$ cat src/rtl/dgrs_pkg.sv
`timescale 1ns / 1ps
`default_nettype none
package dgrs_pkg;

  localparam int CENTER_FRAC_BITS = 16;
  localparam int TABLE_ENTRIES    = 13;
  localparam int EXP_DEGREE       = 16;

  localparam int CENTER_W  = 32;
  localparam int RAND_W    = 64;
  localparam int ACC_W     = 53;
  localparam int SAMPLE_W  = 17;
  localparam int CFG_W     = 32;
  localparam int Z0_W      = 4;
  localparam int S_W       = 6;
  localparam int R_W       = 56;
  localparam int WORD_W    = 64;

  // |z - u| < 15 * 2^CFB
  localparam int AD_W   = CENTER_FRAC_BITS + 4;
  localparam int SQ_W   = 2 * AD_W;
  localparam int PP_W   = SQ_W + CFG_W / 2;
  localparam int PROD_W = SQ_W + CFG_W;

  localparam int FIFO_DEPTH = 4;
  localparam int FIFO_AW    = $clog2(FIFO_DEPTH);
  localparam int FIFO_CW    = FIFO_AW + 1;

  localparam int DIV_STAGES = S_W;
  localparam int CHUNK_W    = 16;
  localparam int N_CHUNK    = WORD_W / CHUNK_W;
  localparam int REM_W      = 4;
  localparam int V_W        = REM_W + CHUNK_W;
  localparam int RECIP_SH   = 25;
  localparam int RECIP_W    = RECIP_SH + 1;
  localparam int K_W        = 5;
  localparam int HP_W       = 120;

  localparam int THR_LIMIT = 54;
  localparam int THR_BIAS  = 10;

  localparam logic [WORD_W-1:0] LN2_Q56 = 64'h00B1_7217_F7D1_CF7A;
  localparam logic [WORD_W-1:0] ONE_Q63 = 64'h8000_0000_0000_0000;
  localparam logic [WORD_W-1:0] LN2_SAT = LN2_Q56 << DIV_STAGES;

  localparam logic [RAND_W-1:0] CDT [TABLE_ENTRIES] = '{
    64'd8562458705743934607,  64'd14988938141546119862,
    64'd17705984313312429518, 64'd18353082494776078532,
    64'd18439897061947435901, 64'd18446457975170112665,
    64'd18446737284374178633, 64'd18446743982533372247,
    64'd18446744073018029834, 64'd18446744073706592852,
    64'd18446744073709544480, 64'd18446744073709551607,
    64'd18446744073709551615
  };

  typedef struct packed {
    logic [SAMPLE_W-1:0] sample;
    logic [ACC_W-1:0]    acc;
    logic [S_W-1:0]      s;
    logic                sat;
  } side_t;

  typedef struct packed {
    side_t             side;
    logic [Z0_W-1:0]   z0;
    logic [AD_W-1:0]   ad;
  } entry_t;

  // ceil(2^25 / k): exact floor division of 20-bit values by k
  function automatic logic [RECIP_W-1:0] recip_lut(input logic [K_W-1:0] k);
    logic [RECIP_W-1:0] m;
    case (k)
      5'd1:    m = 26'd33554432;
      5'd2:    m = 26'd16777216;
      5'd3:    m = 26'd11184811;
      5'd4:    m = 26'd8388608;
      5'd5:    m = 26'd6710887;
      5'd6:    m = 26'd5592406;
      5'd7:    m = 26'd4793491;
      5'd8:    m = 26'd4194304;
      5'd9:    m = 26'd3728271;
      5'd10:   m = 26'd3355444;
      5'd11:   m = 26'd3050403;
      5'd12:   m = 26'd2796203;
      5'd13:   m = 26'd2581111;
      5'd14:   m = 26'd2396746;
      5'd15:   m = 26'd2236963;
      5'd16:   m = 26'd2097152;
      default: m = 26'd33554432;
    endcase
    return m;
  endfunction

endpackage
`default_nettype wire

$ cat src/rtl/dgrs_front.sv
`timescale 1ns / 1ps
`default_nettype none
module dgrs_front (
  input  logic signed [dgrs_pkg::CENTER_W-1:0] center,
  input  logic [dgrs_pkg::RAND_W-1:0]          base_random,
  input  logic                                 sign_bit,
  input  logic [dgrs_pkg::ACC_W-1:0]           accept_random,
  output dgrs_pkg::entry_t                     entry
);
  import dgrs_pkg::*;

  logic [Z0_W-1:0]             z0;
  logic [CENTER_FRAC_BITS-1:0] frac;
  logic signed [5:0]           off;
  logic signed [CENTER_W-1:0]  uf;
  logic signed [CENTER_W-1:0]  z;
  logic [AD_W-1:0]             ad;

  always_comb begin
    z0 = '0;
    for (int i = 0; i < TABLE_ENTRIES; i++) begin
      z0 = z0 + Z0_W'(base_random >= CDT[i]);
    end
    frac = center[CENTER_FRAC_BITS-1:0];
    off  = sign_bit ? (6'(z0) + 6'd1) : (6'd0 - 6'(z0));
    uf   = center >>> CENTER_FRAC_BITS;
    z    = uf + CENTER_W'(off);
    // distance to the center, always positive-side magnitude
    if (sign_bit) begin
      ad = ((AD_W'(z0) + AD_W'(1)) << CENTER_FRAC_BITS) - AD_W'(frac);
    end else begin
      ad = (AD_W'(z0) << CENTER_FRAC_BITS) | AD_W'(frac);
    end
    entry.side.sample = z[SAMPLE_W-1:0];
    entry.side.acc    = accept_random;
    entry.side.s      = '0;
    entry.side.sat    = 1'b0;
    entry.z0          = z0;
    entry.ad          = ad;
  end

endmodule
`default_nettype wire

$ cat config.mk
export PLATFORM = sky130hd
export DESIGN_NAME = dgrs_front
export DESIGN_NICKNAME = d
export VERILOG_FILES = /design/src/rtl/dgrs_pkg.sv /design/src/rtl/dgrs_front.sv
export SDC_FILE = /design/constraint.sdc
export NUM_CORES = 1
export LEC_CHECK = 0
export BUFFER_PORTS_ARGS = -buffer_cell sky130_fd_sc_hd__buf_4
export CORE_MARGIN = 10
export CORE_UTILIZATION = 35
export DETAILED_ROUTE_END_ITERATION = 16
export GPL_ROUTABILITY_DRIVEN = 0
export PLACE_DENSITY_LB_ADDON = 0.3
export SYNTH_ARGS = -nofsm -noshare
export SYNTH_HDL_FRONTEND = slang
export SYNTH_SLANG_ARGS = --single-unit
$ cat constraint.sdc
create_clock -name vclk -period 30.3
set_input_delay 4.545 -clock vclk [all_inputs]
set_output_delay 4.545 -clock vclk [all_outputs]
set_load 0.05 [all_outputs]
==> flow_metrics.py <==
metrics = {
    "timing": {
        "post-route-min-period_ns": 17.08,
        "final-max-slew-violation-count": 0,
        "setup_viol": 0,
        "hold_viol": 0,
        "slew_headroom_pct": 45.01,
        "grt_setup_unrepaired": "no",
        "fin_crit_sh_pct": 56.36,
        "finalSetupTns_ns": 0,
        "worstMarginPinSlew_ns": 0.8248,
        "fmax_ghz": 0.05856,
    },
    "worst_setup_path": {
        "endpoint_kind": "primary output",
        "startpoint_type": "input pin",
        "critical_path_class": "input pin to primary output",
        "crit_arrival_ns": 12.53,
        "crit_fanout": 12,
        "cp.required_ns": 25.76,
    },
    "synthesis": {
        "syn_area_um2": 3642,
        "yosysTopAreaCell": "buf_4",
        "synthTopCellsByArea": "buf_4, xnor2_1, fa_1",
        "yosysSeqAreaShare_pct": 0,
        "yosysUniqueCellTypes": 64,
        "synth.avg_cell_area_um2": 6.516,
        "synth.top_cell.area_share_pct": 12.57,
        "syn_inst": 559,
        "yosys_warnings": 0,
    },
    "routing": {
        "vias": 4492,
        "drt_iter0_markers": 615,
        "via_per_inst": 6.062,
        "wl_um": 13440,
        "post-route-drc-count": 0,
        "firstDrtPassIters": 5,
        "ant_nets": 0,
        "drt-wirelength-per-cell_um": 18.14,
    },
    "run_status": {
        "status": "finished, final reports clean",
    },
    "layout": {
        "final.clkbuf_count": 0,
        "area_delta_synth_final_pct": 17.28,
        "nFillCells": 1042,
        "seqCellArea_um2": 0,
        "final_cell_mix": "buf_4, nand2_1, nor2_1, o21ai_0, nand3_1",
        "seq_cells": 0,
        "fin_cells": 741,
        "drive_gt1_share_pct": 25.45,
        "nets": 778,
        "layout_commonest_cell": "buf_4",
        "final_cell_area_um2": 4272,
        "diodes": 0,
    },
    "grt": {
        "grt_max_degree": 26,
        "globalRouteMet1Util_pct": 20.60,
        "track_usage_pct": 16.44,
        "grtUsageMet3_pct": 4.394,
        "antenna_found_initial": 0,
        "grt.busiest_layer": "met2",
        "grt_pass1_vias": 4303,
        "grt-ovfl-total": 0,
        "grtUsageMet2_pct": 27.59,
        "grt_pass1_wl_um": 21070,
    },
    "floorplan": {
        "core_um2": 10230,
        "row_count": 37,
        "die_x_um": 122.0,
        "start_util_pct": 35.60,
        "ios": 251,
        "fp.dieArea_um2": 14890,
        "die_y_um": 122.0,
    },
    "worst_hold_path": {
        "hold-path-cell-count": 0,
        "min_path_type": "input pin to primary output",
    },
    "place": {
        "port_buffers": 138,
        "hpwl_um": 11410,
        "placed_cells": 741,
        "placed_area_um2": 4272,
    },
    "cts": {
        "cts_resized": 0,
        "ctsHoldBuffers": 0,
        "post_cts_buffers": 0,
    },
    "job": {
        "drv_cap": 0,
    },
    "pwr": {
        "vdd_drop_max_v": 0.00001691,
        "power_density_nw_per_um2": 20.98,
        "power_leakage_nw": 1.701,
    },
}
[cell families after synthesis]
logic type	count (synthesis)	synth area share [%]
XOR/XNOR	35	8.416
other	1	0.1030
AND/OR/NAND/NOR	228	34.63
multiplexers	3	0.8588
AO/OA/AOI/OAI	150	28.10
buffers and inverters	121	18.82
adder cells (fa/ha/maj)	21	9.069
[where the power goes]
| group | total (mW) | internal (mW) | switching (mW) | leakage (nW) |
|---|---|---|---|---|
| Sequential | 0 | 0 | 0 | 0 |
| Combinational | 0.0896 | 0.0310 | 0.0587 | 1.70 |
| Clock | 0 | 0 | 0 | 0 |
[path summary, 6_finish.rpt]
check,startpoint,slack (ns),to
max,base_random[21],13.22,entry[98]
min,accept_random[1],9.09,entry[32]
[cells in the mapped netlist (all sizes together), types with 8 or more instances]
cell type and number:
buf 64, nand2 40, clkbuf 34, o21ai 34
nor2 33, nand3 27, nor3 25, xnor2 24
a21oi 23, inv 23, nand4 19, nor4 13
o31ai 13, ha 12, or3 11, xor2 11
a31oi 10, o211ai 10, or4 10, a211oi 9
fa 9, and3 8, nand2b 8
[layout make-up]
cell class / instances / area, µm² / area share (%)
inverters: 23 / 86.33 / 2.021
multi-input cells: 444 / 2979 / 69.74
well taps: 136 / 170.2 / 3.984
repair buffers: 138 / 1036 / 24.25
[metrics by stage]
step,hold WS (ns),setup WS (ns),util (%),power [mW]
after floorplan,9.257,12.67,-,0.07768
after detailed placement,9.090,13.24,41.75,0.08937
final,9.090,13.22,41.75,0.08962
after global routing,9.090,12.59,41.75,0.09592
after CTS,9.090,13.20,41.75,0.08966
after global placement,9.090,13.47,41.75,0.08854
[worst max-delay path: stages]
cell and delay [ns]:
buf_4 0.15, or4b_2 0.70, nor4b_1 0.39, a211oi_1 0.14
o31ai_1 0.22, nand2_1 0.10, a31oi_1 0.23, fa_1 0.47
fa_1 0.53, fa_1 0.54, inv_1 0.06, fa_1 0.50
fa_1 0.47, fa_1 0.65, inv_1 0.13, ha_1 0.27
nand2_1 0.08, o21ai_0 0.09, xnor2_1 0.15, ha_1 0.33
a21o_1 0.18, a21o_1 0.20, a21oi_1 0.42, nand3_1 0.26
o31ai_1 0.33, xor2_1 0.17, buf_4 0.22
[layer usage]
layer	wire length, µm	vias to the layer above
met5	0	-
met4	293	0
met3	1455	43
met2	6269	279
met1	5422	2052
li1	-	2118
(Power assumes the default switching activity.)
