===== src/rtl/dgrs_pkg.sv =====
`timescale 1ns / 1ps
`default_nettype none
package dgrs_pkg;

  localparam int CENTER_FRAC_BITS = 16;
  localparam int TABLE_ENTRIES    = 13;
  localparam int EXP_DEGREE       = 16;

  localparam int CENTER_W  = 32;
  localparam int RAND_W    = 64;
  localparam int ACC_W     = 53;
  localparam int SAMPLE_W  = 17;
  localparam int CFG_W     = 32;
  localparam int Z0_W      = 4;
  localparam int S_W       = 6;
  localparam int R_W       = 56;
  localparam int WORD_W    = 64;

  // |z - u| < 15 * 2^CFB
  localparam int AD_W   = CENTER_FRAC_BITS + 4;
  localparam int SQ_W   = 2 * AD_W;
  localparam int PP_W   = SQ_W + CFG_W / 2;
  localparam int PROD_W = SQ_W + CFG_W;

  localparam int FIFO_DEPTH = 4;
  localparam int FIFO_AW    = $clog2(FIFO_DEPTH);
  localparam int FIFO_CW    = FIFO_AW + 1;

  localparam int DIV_STAGES = S_W;
  localparam int CHUNK_W    = 16;
  localparam int N_CHUNK    = WORD_W / CHUNK_W;
  localparam int REM_W      = 4;
  localparam int V_W        = REM_W + CHUNK_W;
  localparam int RECIP_SH   = 25;
  localparam int RECIP_W    = RECIP_SH + 1;
  localparam int K_W        = 5;
  localparam int HP_W       = 120;

  localparam int THR_LIMIT = 54;
  localparam int THR_BIAS  = 10;

  localparam logic [WORD_W-1:0] LN2_Q56 = 64'h00B1_7217_F7D1_CF7A;
  localparam logic [WORD_W-1:0] ONE_Q63 = 64'h8000_0000_0000_0000;
  localparam logic [WORD_W-1:0] LN2_SAT = LN2_Q56 << DIV_STAGES;

  localparam logic [RAND_W-1:0] CDT [TABLE_ENTRIES] = '{
    64'd8562458705743934607,  64'd14988938141546119862,
    64'd17705984313312429518, 64'd18353082494776078532,
    64'd18439897061947435901, 64'd18446457975170112665,
    64'd18446737284374178633, 64'd18446743982533372247,
    64'd18446744073018029834, 64'd18446744073706592852,
    64'd18446744073709544480, 64'd18446744073709551607,
    64'd18446744073709551615
  };

  typedef struct packed {
    logic [SAMPLE_W-1:0] sample;
    logic [ACC_W-1:0]    acc;
    logic [S_W-1:0]      s;
    logic                sat;
  } side_t;

  typedef struct packed {
    side_t             side;
    logic [Z0_W-1:0]   z0;
    logic [AD_W-1:0]   ad;
  } entry_t;

  // ceil(2^25 / k): exact floor division of 20-bit values by k
  function automatic logic [RECIP_W-1:0] recip_lut(input logic [K_W-1:0] k);
    logic [RECIP_W-1:0] m;
    case (k)
      5'd1:    m = 26'd33554432;
      5'd2:    m = 26'd16777216;
      5'd3:    m = 26'd11184811;
      5'd4:    m = 26'd8388608;
      5'd5:    m = 26'd6710887;
      5'd6:    m = 26'd5592406;
      5'd7:    m = 26'd4793491;
      5'd8:    m = 26'd4194304;
      5'd9:    m = 26'd3728271;
      5'd10:   m = 26'd3355444;
      5'd11:   m = 26'd3050403;
      5'd12:   m = 26'd2796203;
      5'd13:   m = 26'd2581111;
      5'd14:   m = 26'd2396746;
      5'd15:   m = 26'd2236963;
      5'd16:   m = 26'd2097152;
      default: m = 26'd33554432;
    endcase
    return m;
  endfunction

endpackage
`default_nettype wire


===== src/rtl/dgrs_fifo.sv =====
`timescale 1ns / 1ps
`default_nettype none
module dgrs_fifo (
  input  logic             clk,
  input  logic             rst_n,
  input  logic             push,
  input  dgrs_pkg::entry_t wdata,
  input  logic             pop,
  output dgrs_pkg::entry_t rdata,
  output logic             full,
  output logic             empty
);
  import dgrs_pkg::*;

  entry_t               mem_r [FIFO_DEPTH];
  logic [FIFO_AW-1:0]   wr_ptr_r;
  logic [FIFO_AW-1:0]   rd_ptr_r;
  logic [FIFO_CW-1:0]   count_r;
  logic [FIFO_CW-1:0]   count_nxt;

  assign full  = (count_r == FIFO_CW'(FIFO_DEPTH));
  assign empty = (count_r == '0);
  assign rdata = mem_r[rd_ptr_r];

  always_comb begin
    count_nxt = count_r;
    if (push && !pop) begin
      count_nxt = count_r + FIFO_CW'(1);
    end else if (pop && !push) begin
      count_nxt = count_r - FIFO_CW'(1);
    end
  end

  always_ff @(posedge clk) begin
    if (!rst_n) begin
      wr_ptr_r <= '0;
      rd_ptr_r <= '0;
      count_r  <= '0;
    end else begin
      if (push) begin
        wr_ptr_r <= wr_ptr_r + FIFO_AW'(1);
      end
      if (pop) begin
        rd_ptr_r <= rd_ptr_r + FIFO_AW'(1);
      end
      count_r <= count_nxt;
    end
  end

  always_ff @(posedge clk) begin
    if (push) begin
      mem_r[wr_ptr_r] <= wdata;
    end
  end

endmodule
`default_nettype wire


===== config.mk =====
export PLATFORM = sky130hd
export DESIGN_NAME = dgrs_fifo
export DESIGN_NICKNAME = d
export VERILOG_FILES = /design/src/rtl/dgrs_pkg.sv /design/src/rtl/dgrs_fifo.sv
export SDC_FILE = /design/constraint.sdc
export NUM_CORES = 1
export LEC_CHECK = 0
export BUFFER_PORTS_ARGS = -buffer_cell sky130_fd_sc_hd__buf_2
export CORE_ASPECT_RATIO = 0.8
export CORE_MARGIN = 2
export CORE_UTILIZATION = 42
export CTS_BUF_LIST = sky130_fd_sc_hd__clkbuf_4 sky130_fd_sc_hd__clkbuf_8 sky130_fd_sc_hd__clkbuf_16
export DETAILED_ROUTE_END_ITERATION = 12
export SLEW_MARGIN = 20
export SYNTH_ARGS = -nofsm -noshare
export SYNTH_HDL_FRONTEND = slang
export SYNTH_SLANG_ARGS = --single-unit

===== constraint.sdc =====
create_clock -name clk -period 3.9 [get_ports clk]
set_input_delay 0.975 -clock clk [delete_from_list [all_inputs] [get_ports clk]]
set_output_delay 0.975 -clock clk [all_outputs]
set_load 0.005 [all_outputs]

==> impl_metrics.py <==
metrics = {
    "critical_path": {
        "path_max_fanout": 26,
        "end_kind": "primary output",
        "worst_ep_arrival_time_ns": 2.36,
        "crit_slowest_cell": "mux4_2",
        "worstRegToRegCells": 3,
        "cp_slowest_stage_delay_ns": 0.59,
        "rr_startpoint": "wr_ptr_r[0]",
        "path_class": "reg -> out",
        "timing.rr.end": "mem_r[3][38]",
        "worstPathCellList": "buf_4 > mux4_2 > buf_2",
        "r2r_setup_slack_ns": 1.94,
        "start_kind": "flop",
        "crit_required_ns": 2.92,
    },
    "pwr": {
        "switching_share_pct": 20.6,
        "powerDensity_mw_per_mm2": 553,
        "pwr-share-comb_pct": 8.5,
        "pwr-share-seq_pct": 51.8,
        "ir_drop_v": 0.000336,
        "power.internal_uw": 7920,
        "netSwitchingPower_uw": 2060,
        "power_leakage_uw": 0.00607,
        "p_clk_share_pct": 39.7,
    },
    "clock_tree": {
        "tritoncts": "built",
        "worstSkewPairLatency_ns": 0.53,
        "cts_hold_buf": 0,
        "clkTransAtPathRegs_ns": 0.06,
        "cts_htree_levels": 2,
        "numCtsBuffers": 42,
        "cts_setup_buffers": 0,
        "clk_path_buf_depth": 3,
        "cts_resized": 0,
        "clock-root-buffer": "clkbuf_16",
        "clock_sinks": 413,
    },
    "synth": {
        "yosys_warnings": 0,
        "syn_nets": 681,
        "yosys.area_share.simple_pct": 0.608,
        "synth_edf_count": 404,
        "ys_async_sr_fraction_pct": 0,
        "ys_types": 20,
        "ys_seq_elements": 413,
        "synth_flop_cell": "edfxtp_1",
        "ys_seq_area_share_pct": 82.0,
        "synth_top_family_by_area": "multiplexers",
        "syn_area_sq_mm": 0.0150,
        "avgSynthCellArea_sq_um": 26.4,
        "synthCells": 570,
        "yosys.area_share.xor_xnor_pct": 0.292,
        "synth_compound_area_share_pct": 0.0833,
        "synth_mux_area_share_pct": 15.3,
        "synthAdderAreaFrac_pct": 0.550,
    },
    "route": {
        "dr.pass1.iters": 4,
        "vias_per_cell": 5.13,
        "wirelength_mm": 28.5,
        "drtIter0Drc": 440,
        "antenna_left": 0,
        "via_count": 6738,
        "drc": 0,
        "wl_per_cell_microns": 21.7,
    },
    "global_routing": {
        "grt_pass1_vias": 7595,
        "grt.overflow.total": 0,
        "antenna_found_initial": 4,
        "grt_use_total_pct": 15.6,
        "grt_max_degree": 48,
        "grt_pass1_wl_mm": 44.4,
    },
    "timing": {
        "final-setup-viol-count": 0,
        "period_share_pct": 85.6,
        "timing.fmax_mhz": 300,
        "tightestPinTransition_ns": 0.699,
        "max_slew_margin_pct": 53.4,
        "layout_min_cycle_time_ns": 3.34,
        "rsz0062_at_grt": "no",
        "whs_ns": 0.574,
        "fin_skew_ns": 0.00887,
        "maxSlewViolCount": 0,
        "final.setup.tns_ns": 0,
        "hold_viol_final": 0,
    },
    "die": {
        "core.rowCount": 61,
        "io_pins": 208,
        "die-height_microns": 173,
        "core_area_sq_mm": 0.0350,
        "die_w_microns": 215,
        "start_util_pct": 42.9,
        "die_area_sq_mm": 0.0373,
    },
    "place": {
        "dp_hpwl_mm": 17.2,
        "globalplace.congestion": 0.729,
        "numPortBuffers": 207,
    },
    "hold_path": {
        "min_from": "wr_ptr_r[1]",
        "min_path_type": "reg -> reg",
        "hold_depth": 2,
        "hold_end": "wr_ptr_r[1]",
    },
    "finish": {
        "area_delta_synth_final_pct": 20.2,
        "layout-drive-gt1-share_pct": 46.8,
        "final_cell_mix": "edfxtp_1 (404), buf_2 (207), mux4_2 (101)",
        "post-route-util_pct": 51.5,
        "layout_commonest_cell": "edfxtp_1",
        "layout.nets": 924,
    },
    "flow_run": {
        "drv_cap": 0,
    },
    "outcome": {
        "status": "complete, no violations",
    },
}
-- per-layer routing --
metal	share of wire, %	global-route usage [%]	up-vias	routed length, microns
met5	0.14	0	-	40
met4	1.8	4.17	6	521
met3	6.8	4.54	52	1950
met2	49	26.1	190	14000
met1	42	20.3	3547	12000
li1	-	-	2943	-
-- cell usage after synthesis (3+ instances only) --
library cell    n  share of area [%]
dfxtp_1         9                1.2
mux4_2        101                 15
buf_6          10               0.75
xor2_1          3               0.17
edfxtp_1      404                 81
ha_1            5               0.42
and2_1          9               0.37
buf_2          10               0.33
inv_1           4               0.10
-- registers in the layout (all words and copies together) (netlist names), named ones only --
signal / count
mem_r: 404
wr_ptr_r: 2
count_r: 3
rd_ptr_r: 2
-- worst max-delay path, delay by kind of cell, from the launching register on --
family / cells / cell delay [ns]
flops: 1 / 0.54
mux: 1 / 0.59
buf+inv: 2 / 0.66
-- kinds of logic (layout without fill, tap and decap cells) --
group	count (synthesis)	after routing
other	0	1
buffers and inverters	26	297
flip-flops	413	413
AO/OA/AOI/OAI	2	2
multiplexers	103	103
adder cells (fa/ha/maj)	6	6
XOR/XNOR	5	5
AND/OR/NAND/NOR	15	15
-- power groups by stage --
stage	clock (uW)	sequential (uW)	combinational, uW
after global placement	0	5250	851
after detailed placement	0	5270	874
final	3960	5170	850
after floorplan	0	5240	495
after global routing	4240	5190	926
after CTS	4080	5180	878
-- through the flow --
stage / total power (uW) / area (sq um) / setup WS, ns / std cells
after detailed placement: 6140 / 16700 / 1.04 / 1241
after global routing: 10400 / 18100 / 0.364 / 1313
after CTS: 10100 / 18100 / 0.451 / 1313
after floorplan: 5740 / 15000 / 0.123 / 570
final: 9980 / 18100 / 0.562 / 1314
after global placement: 6110 / 16700 / 1.07 / 1241
-- cell type report --
type | count | area [sq um]
fillers | 2771 | 17000
flip-flops and latches | 413 | 12300
multi-input cells | 131 | 2530
clock buffers | 57 | 1230
repair buffers | 221 | 1220
well taps | 472 | 591
clock inverters | 15 | 146
inverters | 4 | 15.0
diodes | 1 | 2.50
-- how the worst max path moves through the flow --
| stage | from | cells past startpoint | slack [ns] | to |
|---|---|---|---|---|
| 2_1_floorplan | push | 1 | 0.12 | mem_r[0][0] |
| 6_report | flop | 3 | 0.56 | rdata[99] |
| 3_5_place_dp | flop | 3 | 1.04 | rdata[0] |
| 5_1_grt | flop | 3 | 0.36 | rdata[94] |
| 3_3_place_gp | flop | 3 | 1.07 | rdata[89] |
| 4_1_cts | flop | 3 | 0.45 | rdata[0] |
No activity file was read; power rests on OpenSTA's default activity.
